[src/design/md4_pkg.sv]
// Package with MD4 types, constants and step tables
package md4_pkg;
    localparam logic [31:0] INIT_A = 32'h67452301;
    localparam logic [31:0] INIT_B = 32'hefcdab89;
    localparam logic [31:0] INIT_C = 32'h98badcfe;
    localparam logic [31:0] INIT_D = 32'h10325476;
    localparam logic [31:0] K2 = 32'h5a827999;
    localparam logic [31:0] K3 = 32'h6ed9eba1;
    localparam logic [7:0] PAD_BYTE = 8'h80;
    localparam int QDEPTH = 4;

    typedef struct packed {
        logic [7:0] data;
        logic       present;
        logic       final_flag;
        logic       expand;
    } md4_req_t;

    // Word index for step s (0..47)
    function automatic logic [3:0] word_sel(input logic [5:0] s);
        logic [3:0] i;
        i = s[3:0];
        case (s[5:4])
            2'd0: word_sel = i;
            2'd1: word_sel = {i[1:0], i[3:2]};
            default: word_sel = {i[0], i[1], i[2], i[3]};
        endcase
    endfunction

    function automatic logic [4:0] rot_sel(input logic [5:0] s);
        case ({s[5:4], s[1:0]})
            4'b0000: rot_sel = 5'd3;
            4'b0001: rot_sel = 5'd7;
            4'b0010: rot_sel = 5'd11;
            4'b0011: rot_sel = 5'd19;
            4'b0100: rot_sel = 5'd3;
            4'b0101: rot_sel = 5'd5;
            4'b0110: rot_sel = 5'd9;
            4'b0111: rot_sel = 5'd13;
            4'b1000: rot_sel = 5'd3;
            4'b1001: rot_sel = 5'd9;
            4'b1010: rot_sel = 5'd11;
            default: rot_sel = 5'd15;
        endcase
    endfunction
endpackage

[src/design/md4_if.sv]
// Valid/ready channel interfaces
interface md4_in_if (input logic clk);
    logic       valid;
    logic       ready;
    logic [7:0] data_byte;
    logic       byte_present;
    logic       final_item;
    modport source (output valid, data_byte, byte_present, final_item, input ready);
    modport sink (input valid, data_byte, byte_present, final_item, output ready);
endinterface

interface md4_out_if (input logic clk);
    logic        valid;
    logic        ready;
    logic [31:0] digest_word;
    logic [1:0]  word_index;
    logic        last_word;
    modport source (output valid, digest_word, word_index, last_word, input ready);
    modport sink (input valid, digest_word, word_index, last_word, output ready);
endinterface

interface md4_cfg_if (input logic clk);
    logic valid;
    logic ready;
    logic utf16_expand;
    modport source (output valid, utf16_expand, input ready);
    modport sink (input valid, utf16_expand, output ready);
endinterface

[src/design/md4_front.sv]
// Front end: accept requests, tag with mode, queue for the core
module md4_front (
    input  logic                clk,
    input  logic                rst_n,
    md4_in_if.sink              in_ch,
    md4_cfg_if.sink             cfg,
    output md4_pkg::md4_req_t   q_data,
    output logic                q_valid,
    input  logic                q_pop
);
    localparam int AW = $clog2(md4_pkg::QDEPTH);

    md4_pkg::md4_req_t mem [md4_pkg::QDEPTH];
    logic [AW-1:0] wr_reg, rd_reg;
    logic [AW:0]   cnt_reg;
    logic          expand_reg;
    logic          push;

    assign cfg.ready = 1'b1;
    assign in_ch.ready = (cnt_reg != (AW+1)'(md4_pkg::QDEPTH));
    assign push = in_ch.valid && in_ch.ready;
    assign q_valid = (cnt_reg != '0);
    assign q_data = mem[rd_reg];

    always_ff @(posedge clk)
    begin
        if (push)
        begin
            mem[wr_reg] <= '{data: in_ch.data_byte, present: in_ch.byte_present,
                            final_flag: in_ch.final_item, expand: expand_reg};
        end
    end

    always_ff @(posedge clk or negedge rst_n)
    begin
        if (!rst_n)
        begin
            wr_reg <= '0;
            rd_reg <= '0;
            cnt_reg <= '0;
            expand_reg <= 1'b0;
        end
        else
        begin
            if (cfg.valid)
                expand_reg <= cfg.utf16_expand;
            if (push)
                wr_reg <= wr_reg + 1'b1;
            if (q_pop)
                rd_reg <= rd_reg + 1'b1;
            cnt_reg <= cnt_reg + (AW+1)'(push) - (AW+1)'(q_pop);
        end
    end
endmodule

[src/design/md4_core.sv]
// Back end: byte packing, padding, 48-step compression and digest output
module md4_core (
    input  logic               clk,
    input  logic               rst_n,
    input  md4_pkg::md4_req_t  q_data,
    input  logic               q_valid,
    output logic               q_pop,
    md4_out_if.source          out_ch
);
    typedef enum logic [2:0] {IDLE, ZEXP, PADB, COMP, EMIT} state_t;

    state_t        state_reg;
    logic [31:0]   chain_reg [4];
    logic [31:0]   v_reg [4];
    logic [31:0]   buf_reg [16];
    logic [5:0]    pos_reg;
    logic [63:0]   cnt_reg;
    logic [63:0]   len_reg;
    logic [5:0]    step_reg;
    logic          fin_reg;
    logic          padz_reg;   // 0x80 already placed
    logic          lenph_reg;  // padding reached byte 55, length bytes follow
    logic [1:0]    oidx_reg;
    state_t        ret_reg;

    logic [7:0]  put_byte;
    logic        put_en;
    logic        put_cnt;
    logic [5:0]  pos_next;
    logic [7:0]  pad_byte;
    logic [1:0]  t;
    logic [31:0] x, y, z, f, sum, rot;
    logic [4:0]  sh;

    // padding byte for current position
    always_comb
    begin
        if (!padz_reg)
            pad_byte = md4_pkg::PAD_BYTE;
        else if (lenph_reg)
            pad_byte = len_reg[8*pos_reg[2:0] +: 8];
        else
            pad_byte = 8'h00;
    end

    always_comb
    begin
        put_en = 1'b0;
        put_cnt = 1'b0;
        put_byte = 8'h00;
        q_pop = 1'b0;
        case (state_reg)
            IDLE:
            begin
                if (q_valid && !out_ch.valid)
                begin
                    q_pop = 1'b1;
                    put_en = q_data.present;
                    put_cnt = q_data.present;
                    put_byte = q_data.data;
                end
            end
            ZEXP:
            begin
                put_en = 1'b1;
                put_cnt = 1'b1;
            end
            PADB:
            begin
                put_en = 1'b1;
                put_byte = pad_byte;
            end
            default: ;
        endcase
        pos_next = pos_reg + 6'd1;
    end

    // compression step datapath
    always_comb
    begin
        t = 2'(3'd4 - {1'b0, step_reg[1:0]});
        x = v_reg[t + 2'd1];
        y = v_reg[t + 2'd2];
        z = v_reg[t + 2'd3];
        case (step_reg[5:4])
            2'd0: f = (x & y) | (~x & z);
            2'd1: f = ((x & y) | (x & z) | (y & z)) + md4_pkg::K2;
            default: f = (x ^ y ^ z) + md4_pkg::K3;
        endcase
        sum = v_reg[t] + f + buf_reg[md4_pkg::word_sel(step_reg)];
        sh = md4_pkg::rot_sel(step_reg);
        rot = (sum << sh) | (sum >> (6'd32 - {1'b0, sh}));
    end

    assign out_ch.digest_word = chain_reg[oidx_reg];
    assign out_ch.word_index = oidx_reg;
    assign out_ch.last_word = (oidx_reg == 2'd3);
    assign out_ch.valid = (state_reg == EMIT);

    always_ff @(posedge clk)
    begin
        if (put_en)
            buf_reg[pos_reg[5:2]][8*pos_reg[1:0] +: 8] <= put_byte;
    end

    always_ff @(posedge clk or negedge rst_n)
    begin
        if (!rst_n)
        begin
            state_reg <= IDLE;
            chain_reg <= '{md4_pkg::INIT_A, md4_pkg::INIT_B, md4_pkg::INIT_C,
                           md4_pkg::INIT_D};
            v_reg <= '{default: '0};
            pos_reg <= '0;
            cnt_reg <= '0;
            len_reg <= '0;
            step_reg <= '0;
            fin_reg <= 1'b0;
            padz_reg <= 1'b0;
            lenph_reg <= 1'b0;
            oidx_reg <= '0;
            ret_reg <= IDLE;
        end
        else
        begin
            if (put_en)
                pos_reg <= pos_next;
            if (put_cnt)
                cnt_reg <= cnt_reg + 64'd8;
            case (state_reg)
                IDLE:
                begin
                    if (q_pop)
                    begin
                        fin_reg <= q_data.final_flag;
                        // decide what follows this byte; a full block compresses first
                        if (q_data.present && pos_next == 6'd0)
                        begin
                            state_reg <= COMP;
                            if (q_data.expand)
                                ret_reg <= ZEXP;
                            else
                                ret_reg <= q_data.final_flag ? PADB : IDLE;
                        end
                        else if (q_data.present && q_data.expand)
                            state_reg <= ZEXP;
                        else if (q_data.final_flag)
                            state_reg <= PADB;
                        if (q_data.final_flag && !(q_data.present && q_data.expand))
                            len_reg <= cnt_reg + (q_data.present ? 64'd8 : 64'd0);
                        step_reg <= '0;
                        v_reg <= chain_reg;
                    end
                end
                ZEXP:
                begin
                    if (fin_reg)
                        len_reg <= cnt_reg + 64'd8;
                    step_reg <= '0;
                    v_reg <= chain_reg;
                    if (pos_next == 6'd0)
                    begin
                        state_reg <= COMP;
                        ret_reg <= fin_reg ? PADB : IDLE;
                    end
                    else
                        state_reg <= fin_reg ? PADB : IDLE;
                end
                PADB:
                begin
                    padz_reg <= 1'b1;
                    if (pos_reg == 6'd55)
                        lenph_reg <= 1'b1;
                    step_reg <= '0;
                    v_reg <= chain_reg;
                    if (pos_reg == 6'd63)
                    begin
                        state_reg <= COMP;
                        ret_reg <= lenph_reg ? EMIT : PADB;
                    end
                end
                COMP:
                begin
                    v_reg[t] <= rot;
                    step_reg <= step_reg + 6'd1;
                    if (step_reg == 6'd47)
                    begin
                        // fold the last step's result straight into its chain word
                        for (int k = 0; k < 4; k++)
                            chain_reg[k] <= chain_reg[k] + ((2'(k) == t) ? rot : v_reg[k]);
                        state_reg <= ret_reg;
                        oidx_reg <= '0;
                    end
                end
                EMIT:
                begin
                    if (out_ch.ready)
                    begin
                        oidx_reg <= oidx_reg + 2'd1;
                        if (oidx_reg == 2'd3)
                        begin
                            state_reg <= IDLE;
                            chain_reg <= '{md4_pkg::INIT_A, md4_pkg::INIT_B,
                                           md4_pkg::INIT_C, md4_pkg::INIT_D};
                            cnt_reg <= '0;
                            padz_reg <= 1'b0;
                            lenph_reg <= 1'b0;
                        end
                    end
                end
                default: state_reg <= IDLE;
            endcase
        end
    end
endmodule

[src/design/md4_digest_engine_unit.sv]
// Top level of the byte-serial MD4 digest engine
// Each byte is written by the back end from IDLE (plus a ZEXP zero byte with
// UTF-16 expansion); a full 64-byte block then runs the single-step compression
// loop. A final request adds padding (0x80, zeros, 64-bit length; one or two
// blocks), then four digest words. Throughput is bounded by the compression unit.
// Reset (rst_n, async low) restores the MD4 initial values and empties the queue.
module md4_digest_engine_unit (
    input  logic       clk,
    input  logic       rst_n,
    md4_in_if.sink     in_ch,
    md4_cfg_if.sink    cfg,
    md4_out_if.source  out_ch
);
    md4_pkg::md4_req_t q_data;
    logic              q_valid;
    logic              q_pop;

    md4_front u_front (
        .clk(clk), .rst_n(rst_n), .in_ch(in_ch), .cfg(cfg),
        .q_data(q_data), .q_valid(q_valid), .q_pop(q_pop)
    );

    md4_core u_core (
        .clk(clk), .rst_n(rst_n), .q_data(q_data), .q_valid(q_valid),
        .q_pop(q_pop), .out_ch(out_ch)
    );
endmodule

[src/flat_wrapper.sv]
// flat-port wrapper written by rule: the top's interface ports become plain ports
module md4_digest_engine_unit_flat 
  (clk, rst_n, in_ch_valid, in_ch_data_byte, in_ch_byte_present, in_ch_final_item, in_ch_ready, cfg_valid, cfg_utf16_expand, cfg_ready, out_ch_valid, out_ch_digest_word, out_ch_word_index, out_ch_last_word, out_ch_ready);
  md4_in_if in_ch_i (.clk(clk));
  md4_cfg_if cfg_i (.clk(clk));
  md4_out_if out_ch_i (.clk(clk));
  input  logic clk;
  input  logic rst_n;
  input wire logic [$bits(in_ch_i.valid)-1:0] in_ch_valid;
  input wire logic [$bits(in_ch_i.data_byte)-1:0] in_ch_data_byte;
  input wire logic [$bits(in_ch_i.byte_present)-1:0] in_ch_byte_present;
  input wire logic [$bits(in_ch_i.final_item)-1:0] in_ch_final_item;
  output wire logic [$bits(in_ch_i.ready)-1:0] in_ch_ready;
  input wire logic [$bits(cfg_i.valid)-1:0] cfg_valid;
  input wire logic [$bits(cfg_i.utf16_expand)-1:0] cfg_utf16_expand;
  output wire logic [$bits(cfg_i.ready)-1:0] cfg_ready;
  output wire logic [$bits(out_ch_i.valid)-1:0] out_ch_valid;
  output wire logic [$bits(out_ch_i.digest_word)-1:0] out_ch_digest_word;
  output wire logic [$bits(out_ch_i.word_index)-1:0] out_ch_word_index;
  output wire logic [$bits(out_ch_i.last_word)-1:0] out_ch_last_word;
  input wire logic [$bits(out_ch_i.ready)-1:0] out_ch_ready;
  assign in_ch_i.valid = in_ch_valid;
  assign in_ch_i.data_byte = in_ch_data_byte;
  assign in_ch_i.byte_present = in_ch_byte_present;
  assign in_ch_i.final_item = in_ch_final_item;
  assign in_ch_ready = in_ch_i.ready;
  assign cfg_i.valid = cfg_valid;
  assign cfg_i.utf16_expand = cfg_utf16_expand;
  assign cfg_ready = cfg_i.ready;
  assign out_ch_valid = out_ch_i.valid;
  assign out_ch_digest_word = out_ch_i.digest_word;
  assign out_ch_word_index = out_ch_i.word_index;
  assign out_ch_last_word = out_ch_i.last_word;
  assign out_ch_i.ready = out_ch_ready;
  md4_digest_engine_unit u_core (.clk(clk), .rst_n(rst_n), .in_ch(in_ch_i), .cfg(cfg_i), .out_ch(out_ch_i));
endmodule
[config.mk]
export PLATFORM = sky130hd
export DESIGN_NAME = md4_digest_engine_unit_flat
export DESIGN_NICKNAME = d
export VERILOG_FILES = /design/src/design/md4_pkg.sv /design/src/design/md4_if.sv /design/src/design/md4_front.sv /design/src/design/md4_core.sv /design/src/design/md4_digest_engine_unit.sv /design/src/flat_wrapper.sv
export SDC_FILE = /design/constraint.sdc
export NUM_CORES = 2
export LEC_CHECK = 0
export BUFFER_PORTS_ARGS = -buffer_cell sky130_fd_sc_hd__buf_2
export CAP_MARGIN = 30
export CORE_UTILIZATION = 50
export CTS_CLUSTER_DIAMETER = 120
export DETAILED_ROUTE_END_ITERATION = 16
export GPL_TIMING_DRIVEN = 0
export HOLD_SLACK_MARGIN = 0.15
export PLACE_DENSITY = 0.7
export SYNTH_ARGS = -nofsm -noshare
export SYNTH_HDL_FRONTEND = slang
export SYNTH_SLANG_ARGS = --single-unit
export TNS_END_PERCENT = 10
[constraint.sdc]
create_clock -name clk -period 15.2 [get_ports clk]
set_input_delay 0.76 -clock clk [delete_from_list [all_inputs] [get_ports clk]]
set_output_delay 0.76 -clock clk [all_outputs]
set_load 0.02 [all_outputs]
== Word level (Yosys, flattened, before mapping) ==
Memories as Yosys holds them, arrays and structs flattened.
Cells that the tools add are included.

* Bits in read-only memories: 64
* Word-level logic and storage cells: 208
* Register bits after elaboration: 415
* Input bits: 16
* Output and inout bits: 38
* Memories kept: 3
* Memory bits (writable): 556

* Shifts and indexed selects: 5
* Mux-type cells: 81
* Magnitude comparators: 6
* Equality and inequality tests: 24
* Add/sub/neg operators: 23
* Bitwise gates (word level): 16
* Reductions and logical operators: 28

{| class="wikitable"
|+ Memories
! memory !! depth !! bits a word !! rd ports !! clocked after memory_dff !! write ports !! RTL line !! source
|-
| u_core.u_core.buf_reg || 16 || 32 || 1 || 0 || 1 || md4_core.sv:15 || <nowiki>logic [31:0] buf_reg [16];</nowiki>
|-
| (name not given) || 16 || 4 || 1 || 0 || 0 || md4_pkg.sv:31 || <nowiki>case ({s[5:4], s[1:0]})</nowiki>
|-
| u_core.u_front.mem || 4 || 11 || 1 || 0 || 1 || md4_front.sv:13 || <nowiki>md4_pkg::md4_req_t mem [md4_pkg::QDEPTH];</nowiki>
|}

{| class="wikitable"
|+ Operator list
! kind !! count
|-
| 2-to-1 mux 128 bit || 4
|-
| 2-to-1 mux 32 bit || 16
|-
| 2-to-1 mux 64 bit || 7
|-
| case mux 128 bit (3 select lines) || 1
|-
| binary-select mux 32 bit (select 2 bit) || 5
|-
| case mux 128 bit (2 select lines) || 1
|-
| adder 32 bit || 6
|-
| bitwise AND 32 bit || 4
|-
| bitwise mux 128 bit || 1
|-
| bitwise OR 32 bit || 4
|-
| case mux 64 bit (2 select lines) || 1
|-
| adder 32 x 31 -> 32 bit, second input constant || 2
|-
| adder 64 x 4 -> 64 bit || 1
|-
| adder 64 x 4 -> 64 bit, second input constant || 1
|-
| demux 32 bit (select 2 bit) || 1
|-
| case mux 32 bit (2 select lines) || 1
|-
| indexed part select 64 x 7 -> 8 bit || 1
|-
| XOR 32 bit || 2
|-
| 2-to-1 mux 3 bit || 13
|-
| negator 5 -> 34 bit || 1
|-
| variable shift 8 x 34 -> 32 bit, first input constant || 1
|-
| indexed part select 8 x 34 -> 32 bit || 1
|-
| inverter 32 bit || 1
|-
| << shifter 32 x 5 -> 32 bit || 1
|-
| 48 further kinds || 106
|}

== Longest topological paths before layout ==
* Depth after elaboration: 19
* Mapped depth: 55
* Mapped depth without buffers: 48

== By module ==
From an unflattened synthesis, not the netlist that was laid out.

* Cells, all modules: 5336
* Area total of the unflattened synthesis: 58902.7 um2

{| class="wikitable"
|+ By module, submodules not included
! module !! times used !! area each (um2) !! cells an instance !! seq. area each (um2)
|-
| md4_core || 1 || 56807.0 || 5235 || 25489.4
|-
| md4_front || 1 || 2095.8 || 101 || 1521.5
|}

== Worst setup path before layout ==
No wires, ideal clock.

* Kind: reg-to-reg
* Start point: reg u_core.u_core.step_reg[0]
* End point: reg u_core.u_core.chain_reg[127] in the netlist's numbering
* Buffers on the path: 8
* Setup time: 0.128 ns
* Arrival: 12.905 ns
* Stages on the path, launching flop included: 52
* Slack: 2.167 ns
* Data required time: 15.072 ns
* Period minus slack after synthesis: 13.033 ns
* Path through: dfrtp_1 > buf_2 > buf_1 > buf_1 > clkbuf_1 > clkbuf_1 > inv_1 > ha_1 > clkbuf_1 > buf_1 > mux4_2 > fa_1 > ha_1 > and4b_1 > o21a_1 > nor4_1 > o21ai_0 > a2111oi_0 > (+16 left out) > a211o_1 > o21ai_0 > nor2_1 > o31a_1 > mux2_2 > ha_1 > a21o_1 > a21o_1 > a2111oi_0 > o31ai_1 > a221o_1 > o211a_1 > o41ai_1 > a21oi_1 > o21ai_0 > xnor2_1 > a21oi_1 > o22ai_1

* Longest elaborated chain between the ends: 19
* Elaborated cells on any way between the ends: 50
* Classes of those cells: add/sub: 10; eq/ne: 2; shift: 2; mux: 17; bitwise: 15; reduce/logical: 2; memory: 2

{| class="wikitable"
|+ Ends and longest elaborated chain
! element !! RTL line !! source
|-
| from (decl) || md4_core.sv:19 || <nowiki>logic [5:0] step_reg;</nowiki>
|-
| from (signal assigned) || md4_core.sv:185 || <nowiki>step_reg <= step_reg + 6'd1;</nowiki>
|-
| subtractor 1 x 2 -> 2 bit || md4_core.sv:81 || <nowiki>t = 2'(3'd4 - {1'b0, step_reg[1:0]});</nowiki>
|-
| adder 2 x 1 -> 2 bit (tied with other cells) || md4_core.sv:82 || <nowiki>x = v_reg[t + 2'd1];</nowiki>
|-
| inverter 2 -> 3 bit, on equally long branches || md4_core.sv:82, md4_core.sv:83, md4_core.sv:84 ||
|-
| binary-select mux 32 bit (select 2 bit), on equally long branches || md4_core.sv:82, md4_core.sv:83, md4_core.sv:84 ||
|-
| 2-to-1 mux 32 bit, on equally long branches (2 in series) || md4_core.sv:82, md4_core.sv:83, md4_core.sv:84 ||
|-
| bitwise AND 32 bit, on equally long branches || md4_core.sv:86, md4_core.sv:87 ||
|-
| bitwise OR 32 bit (2 in series) || md4_core.sv:87 || <nowiki>2'd1: f = ((x & y) | (x & z) | (y & z)) + md4_pkg::K2;</nowiki>
|-
| adder 32 x 31 -> 32 bit || md4_core.sv:87 ||
|-
| case mux 32 bit (2 select lines) || md4_core.sv:85 || <nowiki>case (step_reg[5:4])</nowiki>
|-
| adder 32 bit (2 in series) || md4_core.sv:90 || <nowiki>sum = v_reg[t] + f + buf_reg[md4_pkg::word_sel(step_reg)];</nowiki>
|-
| right shift 32 x 6 -> 32 bit / << shifter 32 x 5 -> 32 bit (equally long branches) || md4_core.sv:92 || <nowiki>rot = (sum << sh) | (sum >> (6'd32 - {1'b0, sh}));</nowiki>
|-
| bitwise OR 32 bit || md4_core.sv:92 ||
|-
| 2-to-1 mux 32 bit || md4_core.sv:190 || <nowiki>chain_reg[k] <= chain_reg[k] + ((2'(k) == t) ? rot : v_reg[k]);</nowiki>
|-
| adder 32 bit || md4_core.sv:190 ||
|-
| 2-to-1 mux 128 bit || md4_core.sv:186 || <nowiki>if (step_reg == 6'd47)</nowiki>
|-
| case mux 128 bit (2 select lines) || md4_core.sv:130 || <nowiki>case (state_reg)</nowiki>
|-
| to (signal assigned) || md4_core.sv:111 || <nowiki>chain_reg <= '{md4_pkg::INIT_A, md4_pkg::INIT_B, md4_pkg::INIT_C,</nowiki>
|-
| to (signal, indexed assignment) || md4_core.sv:190 ||
|-
| to (signal assigned) || md4_core.sv:203 || <nowiki>chain_reg <= '{md4_pkg::INIT_A, md4_pkg::INIT_B,</nowiki>
|-
| to (decl) || md4_core.sv:13 || <nowiki>logic [31:0] chain_reg [4];</nowiki>
|}

Parallel ways exist; a longest one is shown, timed or not. The select of a mux whose other input is x is not followed.
A chain may end at the register's enable or synchronous reset.

== Worst setup path after layout ==
* Start point: reg u_core.u_core.step_reg[0]
* End point: reg u_core.u_core.chain_reg[95] in the netlist's numbering

The elaborated chain is that of the path after synthesis.

==> results.py <==
metrics = {
    "run_status": {
        "status": "complete, no violations",
    },
    "cells_and_area": {
        "drive_gt1_share_pct": 15.76,
        "fin_nets": 5692,
        "synthToLayoutAreaGrowth_pct": 11.32,
        "largest_reg_flops": 512,
        "final_cells": 7026,
        "final_area_um2": 65070,
        "nFillCells": 9833,
    },
    "timing": {
        "slew_viol_final": 0,
        "relSlewSlack_pct": 27.12,
        "finalHoldViolations": 0,
        "fmax_mhz": 67.01,
        "setup_viol": 0,
        "fin_crit_sh_pct": 98.18,
        "timing.hold.ws_ns": 0.2539,
        "finalSetupTns_ns": 0,
        "tightest_slew_ns": 1.093,
        "final.setup_skew_ns": 0.02647,
        "min_period_ns": 14.92,
    },
    "critical_path": {
        "r2r_slack_ns": 0.28,
        "rr_endpoint": "u_core.u_core.chain_reg[95]$_DFFE_PN1P_",
        "cp-end-kind": "flop",
        "crit_end": "u_core.u_core.chain_reg[95]$_DFFE_PN1P_",
        "path_class": "flop to flop",
        "r2r-start": "u_core.u_core.step_reg[0]$_DFFE_PN0P_",
        "worstPathMaxFanout": 17,
        "crit_path_frequent_cell": "a21oi_1",
        "worst_ep_arrival_time_ns": 15.52,
        "r2r_cells": 47,
        "startpoint_type": "flop",
        "crit_slowest_cell": "clkbuf_1",
        "crit_start": "u_core.u_core.step_reg[0]$_DFFE_PN0P_",
        "critPathBufInv": 8,
        "cp_top_family": "compound AO/OA/AOI/OAI gates",
        "max_stage_delay_ns": 0.65,
        "cp.depth": 47,
        "cp.required_ns": 15.80,
    },
    "drt": {
        "first_pass_iters": 6,
        "drc_errors": 0,
        "antenna_left": 0,
        "via_count": 46900,
        "drt_iter0_markers": 6319,
        "vias_per_cell": 6.675,
        "wl_um": 203000,
        "wl_per_cell_um": 28.90,
    },
    "synth": {
        "syn_area_um2": 58450,
        "synthMuxAreaShare_pct": 15.74,
        "synth_enable_flop_cells": 556,
        "avgSynthCellArea_um2": 11.26,
        "synthAdderAreaFrac_pct": 6.495,
        "yosys.area_share.simple_pct": 10.77,
        "yosysWarnings": 0,
        "yosys_most_used_dff": "edfxtp_1",
        "synth_nets": 5469,
        "netlist_top_cells_area": "edfxtp_1 29%, dfrtp_1 15%, mux4_2 12%",
        "synth-compound-area-share_pct": 13.39,
        "synth_cell_types": 78,
        "synth.largest_area_cell": "edfxtp_1",
        "synth_top_area_share_pct": 28.56,
        "ys_seq_area_share_pct": 46.21,
        "synth-xor-area-share_pct": 4.375,
        "syn_inst": 5191,
        "ys_ff_latch": 965,
        "ys_async_sr_fraction_pct": 42.38,
        "synth_top_family_by_area": "multiplexers",
    },
    "placed_design": {
        "dp.cells": 6799,
        "dpl_cell_area_um2": 61050,
        "gp_congestion": 1.051,
        "portBuffers": 52,
        "dp_hpwl_um": 155600,
    },
    "floorplan": {
        "dieArea_um2": 118300,
        "rows": 125,
        "core_area_um2": 116000,
        "fp.dieW_um": 343.9,
        "initial_core_util_pct": 50.37,
        "io_pins": 54,
        "die_height_um": 343.9,
    },
    "global_routing": {
        "grt_overflow": 0,
        "antenna_found_initial": 2,
        "grt_pass1_wl_um": 295800,
        "grt_usage_pct": 34.18,
        "grt_max_degree": 116,
        "grt_pass1_vias": 44510,
    },
    "flow_run": {
        "maxCapViolCount": 0,
    },
    "cts": {
        "clock-root-buffer": "clkbuf_16",
        "cts_buffer_depth": 3,
        "htreeDepth": 3,
        "cts_sinks": 965,
        "cts_setup_buffers": 0,
        "tritoncts": "yes",
        "clock_latency_ns": 0.74,
        "cts_buffers": 103,
        "clk_pin_slew_ns": 0.07,
    },
    "worst_hold_path": {
        "hp-class": "primary input to flop",
    },
}
## cells in the mapped netlist (131+ instances only)
master,count
dfrtp_1,345
xor2_1,131
mux4_2,302
nor2_1,435
edfxtp_1,556
ha_1,193
clkbuf_1,240
o21ai_0,372
nand2_1,570
inv_1,173
a21oi_1,374
xnor2_1,161
mux2_2,150
## per-stage QoR
stage | util, % | setup slack [ns]
global placement | 52.23 | -3.104
global route | 56.07 | -0.02018
floorplan | - | 2.167
CTS | 55.62 | 0.002405
detailed placement | 52.60 | -3.225
finish | 56.07 | 0.2765
## kinds of logic (layout without fill, tap and decap cells)
family	after synthesis	in the layout
AND/OR/NAND/NOR	1424	1424
AO/OA/AOI/OAI	1259	1259
flip-flops	965	965
multiplexers	523	523
buffers and inverters	465	774
XOR/XNOR	292	292
adder cells (fa/ha/maj)	262	262
other	1	3
## layout by cell type (no fill, tap or decap), types with 108 or more instances in the layout
cell	Yosys	final
a21oi_1	374	371
a32oi_1	108	108
clkbuf_1	240	258
dfrtp_1	345	345
edfxtp_1	556	556
ha_1	193	192
inv_1	173	173
mux2_2	150	150
mux4_2	302	302
nand2_1	570	570
nor2_1	435	435
o21ai_0	372	367
xnor2_1	161	161
xor2_1	131	131
## per-layer routing
metal | GRT usage (%) | up-vias | routed length (µm)
li1 | - | 19880 | -
met1 | 45.42 | 23420 | 77530
met4 | 18.03 | 6 | 13270
met2 | 51.86 | 2938 | 89710
met3 | 8.488 | 657 | 22360
met5 | 0.8413 | - | 168
## worst min path at each step
stage,startpoint,end,slack [ns],cells past startpoint
after floorplan,u_core.u_core.len_reg[19]$_DFFE_PN0P_,u_core.u_core.len_reg[19]$_DFFE_PN0P_,0.44,2
after global placement,u_core.u_core.len_reg[63]$_DFFE_PN0P_,u_core.u_core.len_reg[63]$_DFFE_PN0P_,0.46,2
after detailed placement,u_core.u_core.len_reg[48]$_DFFE_PN0P_,u_core.u_core.len_reg[48]$_DFFE_PN0P_,0.47,2
after CTS,in_ch_byte_present,u_core.u_front.mem[0][2]$_DFFE_PP_,0.22,1
after global routing,in_ch_final_item,u_core.u_front.mem[3][1]$_DFFE_PP_,0.25,1
final,in_ch_byte_present,u_core.u_front.mem[0][2]$_DFFE_PP_,0.25,1
## final cells by class
cell class,instances,area [µm²],share of cell area [%]
antenna,2,5.005,0.007692
buffer,289,1135,1.744
clock buffer,141,2820,4.334
clock inverter,50,599.3,0.9211
inverter,174,653.1,1.004
multi-input combinational,3761,29870,45.91
sequential,965,27010,41.51
tap,1524,1907,2.930
timing repair buffer,120,1065,1.636
## what timing repair did
item,in CTS,in global routing
hold buffers,1,0
endpoints found under the hold margin,56,0
setup endpoints to repair,113,42
gates resized for setup,32,35
Power is not shown: default switching activity piles up to over one toggle a cycle in this logic, so the estimate is an artifact.
